`config.mk`:
```
export PLATFORM = sky130hd
export DESIGN_NAME = epoch_calendar_converter_top
export DESIGN_NICKNAME = d
export VERILOG_FILES = /design/src/design/ecc_pkg.sv /design/src/design/ecc_dp.sv /design/src/design/ecc_ctrl.sv /design/src/design/epoch_calendar_converter_top.sv
export SDC_FILE = /design/constraint.sdc
export NUM_CORES = 2
export LEC_CHECK = 0
export BUFFER_PORTS_ARGS = -buffer_cell sky130_fd_sc_hd__buf_2
export CAP_MARGIN = 30
export CELL_PAD_IN_SITES_DETAIL_PLACEMENT = 1
export CELL_PAD_IN_SITES_GLOBAL_PLACEMENT = 2
export CORE_MARGIN = 3
export CORE_UTILIZATION = 38
export DETAILED_ROUTE_END_ITERATION = 10
export PLACE_DENSITY = 0.85
export SYNTH_ARGS = -nofsm -noshare
export SYNTH_HDL_FRONTEND = slang
export SYNTH_SLANG_ARGS = --single-unit
```
`constraint.sdc`:
```
create_clock -name clk -period 7.2 [get_ports clk]
set_clock_uncertainty 0.15 [all_clocks]
set_input_delay 0 -clock clk [delete_from_list [all_inputs] [get_ports clk]]
set_output_delay 0 -clock clk [all_outputs]
set_load 0.01 [all_outputs]
```
`src/design/ecc_pkg.sv`:
```
// shared types, constants and calendar helpers for the epoch calendar converter
package ecc_pkg;

  // operation codes
  localparam logic OP_TO_SECS = 1'b0;
  localparam logic OP_TO_CAL  = 1'b1;

  // calendar constants
  localparam logic [11:0] EPOCH_YEAR       = 12'd1970;
  localparam logic [11:0] CENTURY_YEAR     = 12'd2100;
  localparam logic [13:0] SET_YEAR_MIN     = 14'd2000;
  localparam logic [13:0] SET_YEAR_MAX     = 14'd2099;
  localparam logic [31:0] SECS_LEAP_YEAR   = 32'd31622400;
  localparam logic [31:0] SECS_COMMON_YEAR = 32'd31536000;
  localparam logic [31:0] SECS_PER_DAY     = 32'd86400;
  localparam logic [31:0] SECS_PER_HOUR    = 32'd3600;
  localparam logic [31:0] SECS_PER_MIN     = 32'd60;
  localparam logic [31:0] DAYS_PER_WEEK    = 32'd7;
  localparam logic [8:0]  DAYS_LEAP_YEAR   = 9'd366;
  localparam logic [8:0]  DAYS_COMMON_YEAR = 9'd365;
  localparam logic [3:0]  LAST_MONTH0      = 4'd11;
  localparam logic [15:0] WEEKDAY_OFFSET   = 16'd4;

  // rounded-up reciprocals, exact over the operand ranges that reach them
  // day: (count >> 7) / 675 with a 35-bit shift
  localparam logic [25:0] RECIP_DAY  = 26'd50903317;
  // hour: (rem >> 4) / 225 with a 21-bit shift
  localparam logic [13:0] RECIP_HOUR = 14'd9321;
  // minute: (rem >> 2) / 15 with a 14-bit shift
  localparam logic [10:0] RECIP_MIN  = 11'd1093;
  // week: (days + 4) / 7 with a 19-bit shift
  localparam logic [16:0] RECIP_WEEK = 17'd74899;

  typedef struct packed {
    logic        operation;
    logic [31:0] count_in;
    logic [13:0] year_in;
    logic [3:0]  month_in;
    logic [4:0]  day_in;
    logic [4:0]  hour_in;
    logic [5:0]  minute_in;
    logic [5:0]  second_in;
  } in_item_t;

  typedef struct packed {
    logic [31:0] count_out;
    logic [11:0] year_out;
    logic [3:0]  month_out;
    logic [4:0]  day_out;
    logic [4:0]  hour_out;
    logic [5:0]  minute_out;
    logic [5:0]  second_out;
    logic [2:0]  weekday_out;
    logic        range_error;
  } out_item_t;

  typedef enum logic [3:0] {
    ST_IDLE,
    ST_DISPATCH,
    ST_SET_YEAR,
    ST_SET_MONTH,
    ST_SET_DAY,
    ST_SET_HOUR,
    ST_SET_MINSEC,
    ST_DIV,
    ST_DIV_SAVE,
    ST_GET_YEAR,
    ST_GET_MONTH,
    ST_FINISH
  } ctrl_state_t;

  typedef enum logic [3:0] {
    DP_NOP,
    DP_LOAD,
    DP_SET_YEAR,
    DP_SET_MONTH,
    DP_SET_DAY,
    DP_SET_HOUR,
    DP_SET_MINSEC,
    DP_DIV_STEP,
    DP_DIV_SAVE,
    DP_GET_YEAR,
    DP_GET_MONTH,
    DP_OUT
  } dp_op_t;

  typedef enum logic [1:0] {
    DV_DAY,
    DV_HOUR,
    DV_MIN,
    DV_WEEK
  } div_sel_t;

  typedef struct packed {
    dp_op_t   op;
    div_sel_t sel;
  } dp_cmd_t;

  typedef struct packed {
    logic to_cal;
    logic range_bad;
    logic year_done;
    logic month_done;
  } dp_status_t;

  // leap rule over 1970..2106, where 2100 is the only century year that is not a leap year
  function automatic logic is_leap(input logic [11:0] y);
    return (y[1:0] == 2'b00) && (y != CENTURY_YEAR);
  endfunction

  // length of zero-based month m0
  function automatic logic [4:0] month_len(input logic [3:0] m0, input logic leap);
    logic [4:0] d;
    unique case (m0)
      4'd1:                   d = leap ? 5'd29 : 5'd28;
      4'd3, 4'd5, 4'd8, 4'd10: d = 5'd30;
      default:                d = 5'd31;
    endcase
    return d;
  endfunction

  // seconds in a month of the given length
  function automatic logic [31:0] month_secs(input logic [4:0] dim);
    logic [31:0] s;
    unique case (dim)
      5'd28:   s = 32'd2419200;
      5'd29:   s = 32'd2505600;
      5'd30:   s = 32'd2592000;
      default: s = 32'd2678400;
    endcase
    return s;
  endfunction

endpackage

```
`src/design/ecc_dp.sv`:
```
// datapath: operand registers, accumulator, reciprocal dividers and result register
module ecc_dp import ecc_pkg::*; (
  input  logic       clk,
  input  in_item_t   in_data,
  input  dp_cmd_t    cmd,
  output dp_status_t status,
  output out_item_t  out_data
);

  in_item_t    in_r, in_nxt;
  out_item_t   out_r, out_nxt;
  logic [31:0] acc_r, acc_nxt;
  logic [11:0] year_r, year_nxt;
  logic [3:0]  m0_r, m0_nxt;
  logic [15:0] left_r, left_nxt;
  logic [15:0] days_r, days_nxt;
  logic [31:0] num_r, num_nxt;
  logic [15:0] quot_r, quot_nxt;
  logic [4:0]  hour_r, hour_nxt;
  logic [5:0]  minute_r, minute_nxt;
  logic [5:0]  second_r, second_nxt;
  logic [2:0]  weekday_r, weekday_nxt;

  logic        leap;
  logic [8:0]  year_len;
  logic [4:0]  dim;
  logic [3:0]  month_c;
  logic [4:0]  day_c;
  logic        to_cal;
  logic        range_bad;
  logic        year_done;
  logic        month_done;
  logic [31:0] day_term;
  logic [31:0] hour_term;
  logic [31:0] minsec_term;
  logic [50:0] day_prod;
  logic [26:0] hour_prod;
  logic [20:0] min_prod;
  logic [32:0] week_prod;
  logic [15:0] quot_c;
  logic [31:0] quot_back;
  logic [31:0] rem_c;

  // calendar helpers on the current year and month
  always_comb begin
    leap     = is_leap(year_r);
    year_len = leap ? DAYS_LEAP_YEAR : DAYS_COMMON_YEAR;
    dim      = month_len(m0_r, leap);
  end

  // clamped calendar inputs and range check
  always_comb begin
    if (in_r.month_in == 4'd0) begin
      month_c = 4'd1;
    end else if (in_r.month_in > 4'd12) begin
      month_c = 4'd12;
    end else begin
      month_c = in_r.month_in;
    end
    day_c     = (in_r.day_in == 5'd0) ? 5'd1 : in_r.day_in;
    to_cal    = (in_r.operation == OP_TO_CAL);
    range_bad = (in_r.year_in < SET_YEAR_MIN) || (in_r.year_in > SET_YEAR_MAX);
  end

  // loop exit tests for both directions, on shared status bits
  always_comb begin
    if (to_cal) begin
      year_done  = left_r < {7'd0, year_len};
      month_done = (m0_r == LAST_MONTH0) || (left_r < {11'd0, dim});
    end else begin
      year_done  = {2'd0, year_r} == in_r.year_in;
      month_done = (m0_r + 4'd1) >= month_c;
    end
  end

  assign status = '{to_cal: to_cal, range_bad: range_bad,
                    year_done: year_done, month_done: month_done};

  // time-of-day terms, one multiply each
  always_comb begin
    day_term    = 32'(day_c - 5'd1) * SECS_PER_DAY;
    hour_term   = 32'(in_r.hour_in) * SECS_PER_HOUR;
    minsec_term = 32'(in_r.minute_in) * SECS_PER_MIN + 32'(in_r.second_in);
  end

  // quotient by reciprocal multiply, low divisor bits shifted out first
  always_comb begin
    day_prod  = 51'(num_r[31:7]) * 51'(RECIP_DAY);
    hour_prod = 27'(num_r[16:4]) * 27'(RECIP_HOUR);
    min_prod  = 21'(num_r[11:2]) * 21'(RECIP_MIN);
    week_prod = 33'(num_r[15:0]) * 33'(RECIP_WEEK);
    case (cmd.sel)
      DV_DAY:  quot_c = day_prod[50:35];
      DV_HOUR: quot_c = {10'd0, hour_prod[26:21]};
      DV_MIN:  quot_c = {9'd0, min_prod[20:14]};
      default: quot_c = {2'd0, week_prod[32:19]};
    endcase
  end

  // remainder from the registered quotient
  always_comb begin
    case (cmd.sel)
      DV_DAY:  quot_back = 32'(quot_r) * SECS_PER_DAY;
      DV_HOUR: quot_back = 32'(quot_r) * SECS_PER_HOUR;
      DV_MIN:  quot_back = 32'(quot_r) * SECS_PER_MIN;
      default: quot_back = 32'(quot_r) * DAYS_PER_WEEK;
    endcase
    rem_c = num_r - quot_back;
  end

  // command decode
  always_comb begin
    in_nxt      = in_r;
    out_nxt     = out_r;
    acc_nxt     = acc_r;
    year_nxt    = year_r;
    m0_nxt      = m0_r;
    left_nxt    = left_r;
    days_nxt    = days_r;
    num_nxt     = num_r;
    quot_nxt    = quot_r;
    hour_nxt    = hour_r;
    minute_nxt  = minute_r;
    second_nxt  = second_r;
    weekday_nxt = weekday_r;
    unique case (cmd.op)
      DP_LOAD: begin
        in_nxt   = in_data;
        acc_nxt  = 32'd0;
        year_nxt = EPOCH_YEAR;
        m0_nxt   = 4'd0;
        num_nxt  = in_data.count_in;
        quot_nxt = 16'd0;
      end
      DP_SET_YEAR: begin
        if (!year_done) begin
          acc_nxt  = acc_r + (leap ? SECS_LEAP_YEAR : SECS_COMMON_YEAR);
          year_nxt = year_r + 12'd1;
        end
      end
      DP_SET_MONTH: begin
        if (!month_done) begin
          acc_nxt = acc_r + month_secs(dim);
          m0_nxt  = m0_r + 4'd1;
        end
      end
      DP_SET_DAY: begin
        acc_nxt = acc_r + day_term;
      end
      DP_SET_HOUR: begin
        acc_nxt = acc_r + hour_term;
      end
      DP_SET_MINSEC: begin
        acc_nxt = acc_r + minsec_term;
      end
      DP_DIV_STEP: begin
        quot_nxt = quot_c;
      end
      DP_DIV_SAVE: begin
        case (cmd.sel)
          DV_DAY: begin
            days_nxt = quot_r;
            left_nxt = quot_r;
            num_nxt  = rem_c;
          end
          DV_HOUR: begin
            hour_nxt = quot_r[4:0];
            num_nxt  = rem_c;
          end
          DV_MIN: begin
            minute_nxt = quot_r[5:0];
            second_nxt = rem_c[5:0];
            num_nxt    = 32'(days_r + WEEKDAY_OFFSET);
          end
          default: begin
            weekday_nxt = rem_c[2:0];
          end
        endcase
      end
      DP_GET_YEAR: begin
        if (!year_done) begin
          left_nxt = left_r - 16'(year_len);
          year_nxt = year_r + 12'd1;
        end
      end
      DP_GET_MONTH: begin
        if (!month_done) begin
          left_nxt = left_r - 16'(dim);
          m0_nxt   = m0_r + 4'd1;
        end
      end
      DP_OUT: begin
        out_nxt = '0;
        if (to_cal) begin
          out_nxt.year_out    = year_r;
          out_nxt.month_out   = m0_r + 4'd1;
          out_nxt.day_out     = left_r[4:0] + 5'd1;
          out_nxt.hour_out    = hour_r;
          out_nxt.minute_out  = minute_r;
          out_nxt.second_out  = second_r;
          out_nxt.weekday_out = weekday_r;
          out_nxt.range_error = {2'd0, year_r} > SET_YEAR_MAX;
        end else begin
          out_nxt.count_out   = range_bad ? 32'd0 : acc_r;
          out_nxt.range_error = range_bad;
        end
      end
      default: begin
      end
    endcase
  end

  // payload registers
  always_ff @(posedge clk) begin
    in_r      <= in_nxt;
    out_r     <= out_nxt;
    acc_r     <= acc_nxt;
    year_r    <= year_nxt;
    m0_r      <= m0_nxt;
    left_r    <= left_nxt;
    days_r    <= days_nxt;
    num_r     <= num_nxt;
    quot_r    <= quot_nxt;
    hour_r    <= hour_nxt;
    minute_r  <= minute_nxt;
    second_r  <= second_nxt;
    weekday_r <= weekday_nxt;
  end

  assign out_data = out_r;

endmodule

```
`src/design/ecc_ctrl.sv`:
```
// controller: sequences the conversion steps and owns the handshakes
module ecc_ctrl import ecc_pkg::*; (
  input  logic       clk,
  input  logic       rst_n,
  input  logic       in_valid,
  output logic       in_stall,
  output logic       out_valid,
  input  logic       out_stall,
  input  dp_status_t status,
  output dp_cmd_t    cmd
);

  ctrl_state_t state_r, state_nxt;
  div_sel_t    sel_r, sel_nxt;
  logic        out_valid_r, out_valid_nxt;

  // next state and commands
  always_comb begin
    state_nxt     = state_r;
    sel_nxt       = sel_r;
    out_valid_nxt = out_valid_r && out_stall;
    cmd.op        = DP_NOP;
    cmd.sel       = sel_r;
    unique case (state_r)
      ST_IDLE: begin
        if (in_valid) begin
          cmd.op    = DP_LOAD;
          state_nxt = ST_DISPATCH;
        end
      end
      ST_DISPATCH: begin
        if (status.to_cal) begin
          sel_nxt   = DV_DAY;
          state_nxt = ST_DIV;
        end else if (status.range_bad) begin
          state_nxt = ST_FINISH;
        end else begin
          state_nxt = ST_SET_YEAR;
        end
      end
      ST_SET_YEAR: begin
        cmd.op = DP_SET_YEAR;
        if (status.year_done) begin
          state_nxt = ST_SET_MONTH;
        end
      end
      ST_SET_MONTH: begin
        cmd.op = DP_SET_MONTH;
        if (status.month_done) begin
          state_nxt = ST_SET_DAY;
        end
      end
      ST_SET_DAY: begin
        cmd.op    = DP_SET_DAY;
        state_nxt = ST_SET_HOUR;
      end
      ST_SET_HOUR: begin
        cmd.op    = DP_SET_HOUR;
        state_nxt = ST_SET_MINSEC;
      end
      ST_SET_MINSEC: begin
        cmd.op    = DP_SET_MINSEC;
        state_nxt = ST_FINISH;
      end
      ST_DIV: begin
        cmd.op    = DP_DIV_STEP;
        state_nxt = ST_DIV_SAVE;
      end
      ST_DIV_SAVE: begin
        cmd.op = DP_DIV_SAVE;
        unique case (sel_r)
          DV_DAY: begin
            sel_nxt   = DV_HOUR;
            state_nxt = ST_DIV;
          end
          DV_HOUR: begin
            sel_nxt   = DV_MIN;
            state_nxt = ST_DIV;
          end
          DV_MIN: begin
            sel_nxt   = DV_WEEK;
            state_nxt = ST_DIV;
          end
          default: begin
            state_nxt = ST_GET_YEAR;
          end
        endcase
      end
      ST_GET_YEAR: begin
        cmd.op = DP_GET_YEAR;
        if (status.year_done) begin
          state_nxt = ST_GET_MONTH;
        end
      end
      ST_GET_MONTH: begin
        cmd.op = DP_GET_MONTH;
        if (status.month_done) begin
          state_nxt = ST_FINISH;
        end
      end
      ST_FINISH: begin
        if (!out_valid_r || !out_stall) begin
          cmd.op        = DP_OUT;
          out_valid_nxt = 1'b1;
          state_nxt     = ST_IDLE;
        end
      end
      default: begin
        state_nxt = ST_IDLE;
      end
    endcase
  end

  // state and handshake registers
  always_ff @(posedge clk) begin
    if (!rst_n) begin
      state_r     <= ST_IDLE;
      sel_r       <= DV_DAY;
      out_valid_r <= 1'b0;
    end else begin
      state_r     <= state_nxt;
      sel_r       <= sel_nxt;
      out_valid_r <= out_valid_nxt;
    end
  end

  assign in_stall  = (state_r != ST_IDLE);
  assign out_valid = out_valid_r;

  // a result appears only when leaving the finish state
  a_valid_from_finish: assert property (@(posedge clk) disable iff (!rst_n)
    $rose(out_valid_r) |-> $past(state_r == ST_FINISH))
    else $error("result valid raised outside finish");

  // each quotient step is followed by its remainder step
  a_div_save: assert property (@(posedge clk) disable iff (!rst_n)
    (state_r == ST_DIV) |=> (state_r == ST_DIV_SAVE))
    else $error("quotient step not followed by save");

  // an accepted item is dispatched next cycle
  a_accept_dispatch: assert property (@(posedge clk) disable iff (!rst_n)
    (state_r == ST_IDLE && in_valid) |=> (state_r == ST_DISPATCH))
    else $error("accepted item not dispatched");

  // a free output slot is filled straight from finish
  a_finish_free: assert property (@(posedge clk) disable iff (!rst_n)
    (state_r == ST_FINISH && !out_valid_r) |=> (out_valid_r && state_r == ST_IDLE))
    else $error("finish did not deliver result");

endmodule

```
`src/design/epoch_calendar_converter_top.sv`:
```
// top level of the epoch calendar converter: controller plus datapath
// one item at a time; next item taken the cycle after the result is registered or a stall clears
// calendar to seconds: year walk from 1970, month walk, then day, hour and minute-second adds
// seconds to calendar: four reciprocal divisions (day, hour, minute, weekday), each a quotient
// step and a remainder step, then the year and month walk loops; a rejected year goes to finish
// synchronous active-low reset clears the controller and the output valid; payload is not reset
module epoch_calendar_converter_top import ecc_pkg::*; (
  input  logic      clk,
  input  logic      rst_n,
  input  logic      in_valid,
  output logic      in_stall,
  input  in_item_t  in_data,
  output logic      out_valid,
  input  logic      out_stall,
  output out_item_t out_data
);

  dp_cmd_t    cmd;
  dp_status_t status;

  // sequencer
  ecc_ctrl u_ctrl (
    .clk       (clk),
    .rst_n     (rst_n),
    .in_valid  (in_valid),
    .in_stall  (in_stall),
    .out_valid (out_valid),
    .out_stall (out_stall),
    .status    (status),
    .cmd       (cmd)
  );

  // arithmetic and result register
  ecc_dp u_dp (
    .clk      (clk),
    .in_data  (in_data),
    .cmd      (cmd),
    .status   (status),
    .out_data (out_data)
  );

endmodule

```
## After elaboration in Yosys (flattened, before gate mapping)

Index checks and enable logic that the tools add are counted.

- Register bits: 270
- Latch bits: 0
- Bits in writable memories: 0
- Bits in read-only memories: 0
- Input bits: 77
- Output and inout port bits: 76
- Logic and storage cells: 198
- Memories: 0

- $add $sub $neg: 14
- Multipliers: 11
- Div/mod/pow operators: 0
- Magnitude comparators: 7
- Equal/unequal tests: 51
- Shifts and indexed selects: 0
- Mux-type cells: 47
- Bitwise gates (word level): 1
- Reduce and logical (&&, ||, !) cells: 37

Operators by type and width:

| kind | number |
|---|---|
| $pmux W32 S6 | 1 |
| $add A32 B32 Y32 | 4 |
| $mux W32 | 4 |
| $pmux W32 S2 | 2 |
| $pmux W16 S3 | 2 |
| $pmux W32 S3 | 1 |
| $pmux W20 S3 | 1 |
| $mux W4 | 13 |
| $mul A25 B26 Y51 const B | 1 |
| $mux W16 | 3 |
| $pmux W4 S12 | 1 |
| $eq A4 B4 Y1 const B | 11 |
| $pmux W4 S11 | 1 |
| $eq A4 B3 Y1 const B | 9 |
| $mul A16 B17 Y33 const B | 1 |
| $add A32 B17 Y32 | 1 |
| $mul A32 B10 Y25 const B | 1 |
| $pmux W16 S2 | 1 |
| $sub A32 B32 Y32 | 1 |
| $mul A13 B14 Y27 const B | 1 |
| $mul A16 B10 Y25 const B | 1 |
| $mul A16 B8 Y24 const B | 1 |
| $pmux W12 S2 | 1 |
| $mul A10 B11 Y21 const B | 1 |
| 57 further kinds | 104 |

## Logic depth before layout (Yosys ltp)

- Depth after elaboration: 12
- Depth in mapped cells: 30
- Depth with buffers taken out: 30

## Cells and area by module

A second synthesis with hierarchy kept.

- Cell total of the unflattened synthesis: 4,168
- Area, all modules: 40,964.3 sq um

By module, submodules not included:

| module | instances | cells an instance | area an instance (sq um) | seq. area each (sq um) |
|---|---|---|---|---|
| ecc_dp | 1 | 4,081 | 40,256.1 | 7,897.6 |
| ecc_ctrl | 1 | 87 | 708.2 | 140.1 |

## Least setup slack after synthesis

Ideal clock, no wire load.

- Path type: register -> register
- From: reg u_dp.quot_r[3]
- To: reg u_dp.num_r[31], data pin
- Setup time: 0.256 ns
- Arrival: 6.321 ns
- Required time: 6.794 ns
- Slack: 0.473 ns
- Cell stages (with the launch flop): 29
- Path buffers: 0
- Period minus slack after synthesis: 6.727 ns
- Cells stage by stage: edfxtp_1 > ha_1 > inv_1 > fa_1 > fa_1 > inv_1 > ha_1 > inv_1 > fa_1 > inv_1 > ha_1 > a21oi_1 > a21boi_0 > a211oi_1 > o21ai_0 > xor2_1 > a22o_1 > a211oi_1 > ha_1 > a41oi_1 > o21ai_0 > a21oi_1 > nand2b_1 > o21a_1 > o211a_1 > o21ai_0 > a21oi_1 > xnor3_1 > a22o_1

- Word-level cells in the longest chain between the ends: 5
- Elaborated cells between the ends (all ways): 8
- Classes of those cells: 1 x add/sub; 4 x mul; 3 x mux

RTL lines:

| item | RTL line | text |
|---|---|---|
| start: declaration | ecc_dp.sv:18 | `logic [15:0] quot_r, quot_nxt;` |
| start signal: assignment | ecc_dp.sv:223 | `quot_r <= quot_nxt;` |
| $mul A16 B3 Y19 (tied with other cells) | ecc_dp.sv:106 | `default: quot_back = 32'(quot_r) * DAYS_PER_WEEK;` |
| $pmux W32 S3 * | ecc_dp.sv:102 | `case (cmd.sel)` |
| $sub A32 B32 Y32 * | ecc_dp.sv:108 | `rem_c = num_r - quot_back;` |
| $pmux W32 S2 * | ecc_dp.sv:160 | `case (cmd.sel)` |
| $pmux W32 S2 * | ecc_dp.sv:126 | `unique case (cmd.op)` |
| via u_dp.num_nxt[31] | ecc_dp.sv:17 | `logic [31:0] num_r, num_nxt;` |
| end signal: assignment | ecc_dp.sv:222 | `num_r <= num_nxt;` |
| end: declaration | ecc_dp.sv:17 |  |

Mark *: on every way through the listed nets, which the timed path passes. The rest lies on a longest branch.
A chain may end at the register's enable or synchronous reset.

## Worst setup path in the final report

- From: reg u_dp.quot_r[2]
- To: reg u_dp.num_r[31], data pin

The elaborated chain is that of the path after synthesis.

==> impl_metrics.env <==
export IMPL_pin_count=153
export IMPL_worstSetupPathDepth=28
export IMPL_netlist_top_cells_count="ha_1 (868), inv_1 (712), fa_1 (375)"
export IMPL_crit_fanout=5
export IMPL_avgRoutedWirePerCell_um=21.29
export IMPL_synth_top_area_share_pct=26.19
export IMPL_track_usage_pct=22.88
export IMPL_fmaxAchievable_mhz=143.3
export IMPL_grt_pass1_vias=35354
export IMPL_critPathSlowestCell="fa_1"
export IMPL_post_route_util_pct=44.37
export IMPL_hold_viol=0
export IMPL_r2r_cells=28
export IMPL_ys_ff_latch=270
export IMPL_crit_path_max_incr_delay_ps=530
export IMPL_seq_area_frac_synth_pct=19.39
export IMPL_r2r_start="u_dp.quot_r[2]"
export IMPL_whs_path_depth=4
export IMPL_clk_path_buf_depth=3
export IMPL_synthToLayoutAreaGrowth_pct=15.20
export IMPL_slew_violations=0
export IMPL_portBuffers=152
export IMPL_status="completed"
export IMPL_clock_sinks=270
export IMPL_die_area_mm2=0.1131
export IMPL_htree_levels=2
export IMPL_routed_wl_um=130600
export IMPL_end_kind="flip-flop"
export IMPL_cp_start_kind="flip-flop"
export IMPL_viasPerCell=5.385
export IMPL_rsz0062_at_grt="true"
export IMPL_dp_hpwl_um=105500
export IMPL_initial_utilization_pct=38.52
export IMPL_timing_hold_ws_ps=120.5
export IMPL_post_synth_top_area_cell="ha_1"
export IMPL_ant_nets=0
export IMPL_grt_start_max_net_pins=59
export IMPL_hold_path_class="in2reg"
export IMPL_yosys_cell_types_count=90
export IMPL_rows=120
export IMPL_cts_tree="done"
export IMPL_worstSetupPathType="reg2reg"
export IMPL_rr_endpoint="u_dp.num_r[31]"
export IMPL_avgSynthCellArea_um2=9.713
export IMPL_finalSetupViolCount=0
export IMPL_numCtsBuffers=35
export IMPL_min_to="u_dp.num_r[26]"
export IMPL_r2r_slack_ps=220
export IMPL_clkTransAtPathRegs_ps=60
export IMPL_relSlewSlack_pct=33.12
export IMPL_drc=0
export IMPL_drtIter0Drc=1761
export IMPL_cpMostUsedCell="o21ai_1"
export IMPL_crit_arrival_ps=7130
export IMPL_die_y_um=336.3
export IMPL_crit_required_ps=7350
export IMPL_drive_gt1_share_pct=9.691
export IMPL_gp_congestion=0.8843
export IMPL_final_cell_count_no_fill=6134
export IMPL_yosysWarningCount=0
export IMPL_synth_most_common_cell="ha_1"
export IMPL_cts_root_buf="clkbuf_16"
export IMPL_num_vias=33032
export IMPL_fin_nets=6023
export IMPL_fin_crit_ps=6978
export IMPL_cp_num_buf_inv=4
export IMPL_synth_edf_count=263
export IMPL_critPathTopFamily="compound AO/OA/AOI/OAI gates"
export IMPL_dp_cells=5928
export IMPL_grt_first_pass_wirelength_um=203400
export IMPL_design_core_area_mm2=0.1077
export IMPL_min_from="in_data[66]"
export IMPL_clkLatencyLatePin_ps=580
export IMPL_tightest_slew_ps=1002
export IMPL_syn_area_mm2=0.04146
export IMPL_die_x_um=336.3
export IMPL_async_reset_ff_share_pct=0
export IMPL_synth_area_leaders="ha_1 (26%), edfxtp_1 (19%), fa_1 (18%)"
export IMPL_finalCritPeriodShare_pct=96.91
export IMPL_firstDrtPassIters=5
export IMPL_ys_flop_type="edfxtp_1"
export IMPL_gr_total_overflow=0
export IMPL_antenna_found_initial=6
export IMPL_cap_violations=0
export IMPL_cp_startpoint="u_dp.quot_r[2]"
export IMPL_synthCells=4269
[routing by layer]
layer	part of all wire, %	GRT usage (%)	vias up
met5	0.010	0	-
met1	44	29.76	16687
li1	-	-	15603
met4	2.9	6.147	2
met3	3.2	1.954	163
met2	50	40.67	577
[worst register-to-register path, delay by kind of cell (launching register included)]
kind	cells	cell delay [ps]
xor gates and xnor gates	1	330
DFF	1	490
buffers and inverters	4	500
and+or+nand+nor	6	1320
adders and majority gates	4	1620
AOI/OAI and AO/OA	13	2340
[how the worst max path moves through the flow]
stage                           to  slack, ps
floorplan           u_dp.num_r[31]        470
global placement    u_dp.num_r[31]        -20
detailed placement  u_dp.num_r[31]       -170
CTS                 u_dp.num_r[31]         10
global route        u_dp.num_r[31]        -70
finish              u_dp.num_r[31]        220
[cell usage in the layout (no fill, tap or decap), types with 15 or more instances in the layout]
cell type,instances
edfxtp_1,263
nor2b_1,44
buf_4,166
xor2_1,94
a21oi_1,214
or3_1,20
nor2_1,186
xnor2_1,155
o221ai_1,15
a211oi_1,25
a31oi_1,24
conb_1,23
a22oi_1,18
ha_1,862
nand3_1,75
nor3_1,46
and2_1,93
and3_1,32
dlygate4sd3_1,118
o22ai_1,21
buf_2,152
o21bai_1,27
clkbuf_16,35
nand2_1,246
o21a_1,26
fa_1,375
a221oi_1,15
nand4_1,22
o21ai_0,192
nand2b_1,29
a21o_1,70
inv_1,711
[cells by family (layout without fill, tap and decap cells)]
| group | count (synthesis) | count (layout) | share of synthesized area (%) |
|---|---|---|---|
| fa+ha+maj | 1243 | 1243 | 44.30 |
| simple gates | 862 | 862 | 10.25 |
| compound gates | 845 | 845 | 13.22 |
| buf+inv | 780 | 1216 | 7.112 |
| flops | 270 | 270 | 19.38 |
| xor+xnor | 254 | 254 | 5.398 |
| mux | 13 | 13 | 0.3169 |
| other cells | 2 | 28 | 0.01811 |
[registers in the layout (all words and copies together) (netlist names)]
register          count
u_dp.second_r         6
u_dp.days_r          16
u_dp.m0_r             4
u_dp.acc_r           32
u_dp.num_r           32
u_dp.weekday_r        3
u_dp.in_r            40
u_dp.to_cal           1
u_dp.quot_r          16
u_dp.year_r          12
u_dp.out_data        74
u_dp.minute_r         6
u_dp.hour_r           5
u_ctrl.state_r        4
u_ctrl.sel_r          2
u_dp.left_r          16
u_ctrl.out_valid      1
[stage by stage]
| stage | cell area (µm²) | TNS [ps] | setup slack, ps |
|---|---|---|---|
| 5_1_grt | 47760 | -186.4 | -74.93 |
| 4_1_cts | 47290 | 0 | 9.729 |
| 3_3_place_gp | 44970 | -19.60 | -19.60 |
| 3_5_place_dp | 44990 | -435.0 | -174.3 |
| 2_1_floorplan | 41540 | 0 | 472.8 |
| 6_report | 47760 | 0 | 222.4 |
[area by class of cell]
| cell class | instances | area (µm²) |
|---|---|---|
| diodes | 5 | 12.51 |
| clock buffers | 41 | 898.4 |
| clock inverters | 19 | 178.9 |
| fillers | 12171 | 59890 |
| inverters | 714 | 2680 |
| multi-input cells | 3240 | 30910 |
| flip-flops and latches | 270 | 8038 |
| well taps | 1403 | 1755 |
| repair buffers | 442 | 3291 |
[timing repair]
action,4_1_cts,5_1_grt
hold buffers,118,0
cloned,0,0
pin swaps,0,17
setup endpoints to repair,11,29
gates resized for setup,7,67
hold endpoints to repair,96,0
setup buffers,1,21
Power is not shown: default switching activity piles up to over one toggle a cycle in this logic, so the estimate is an artifact.
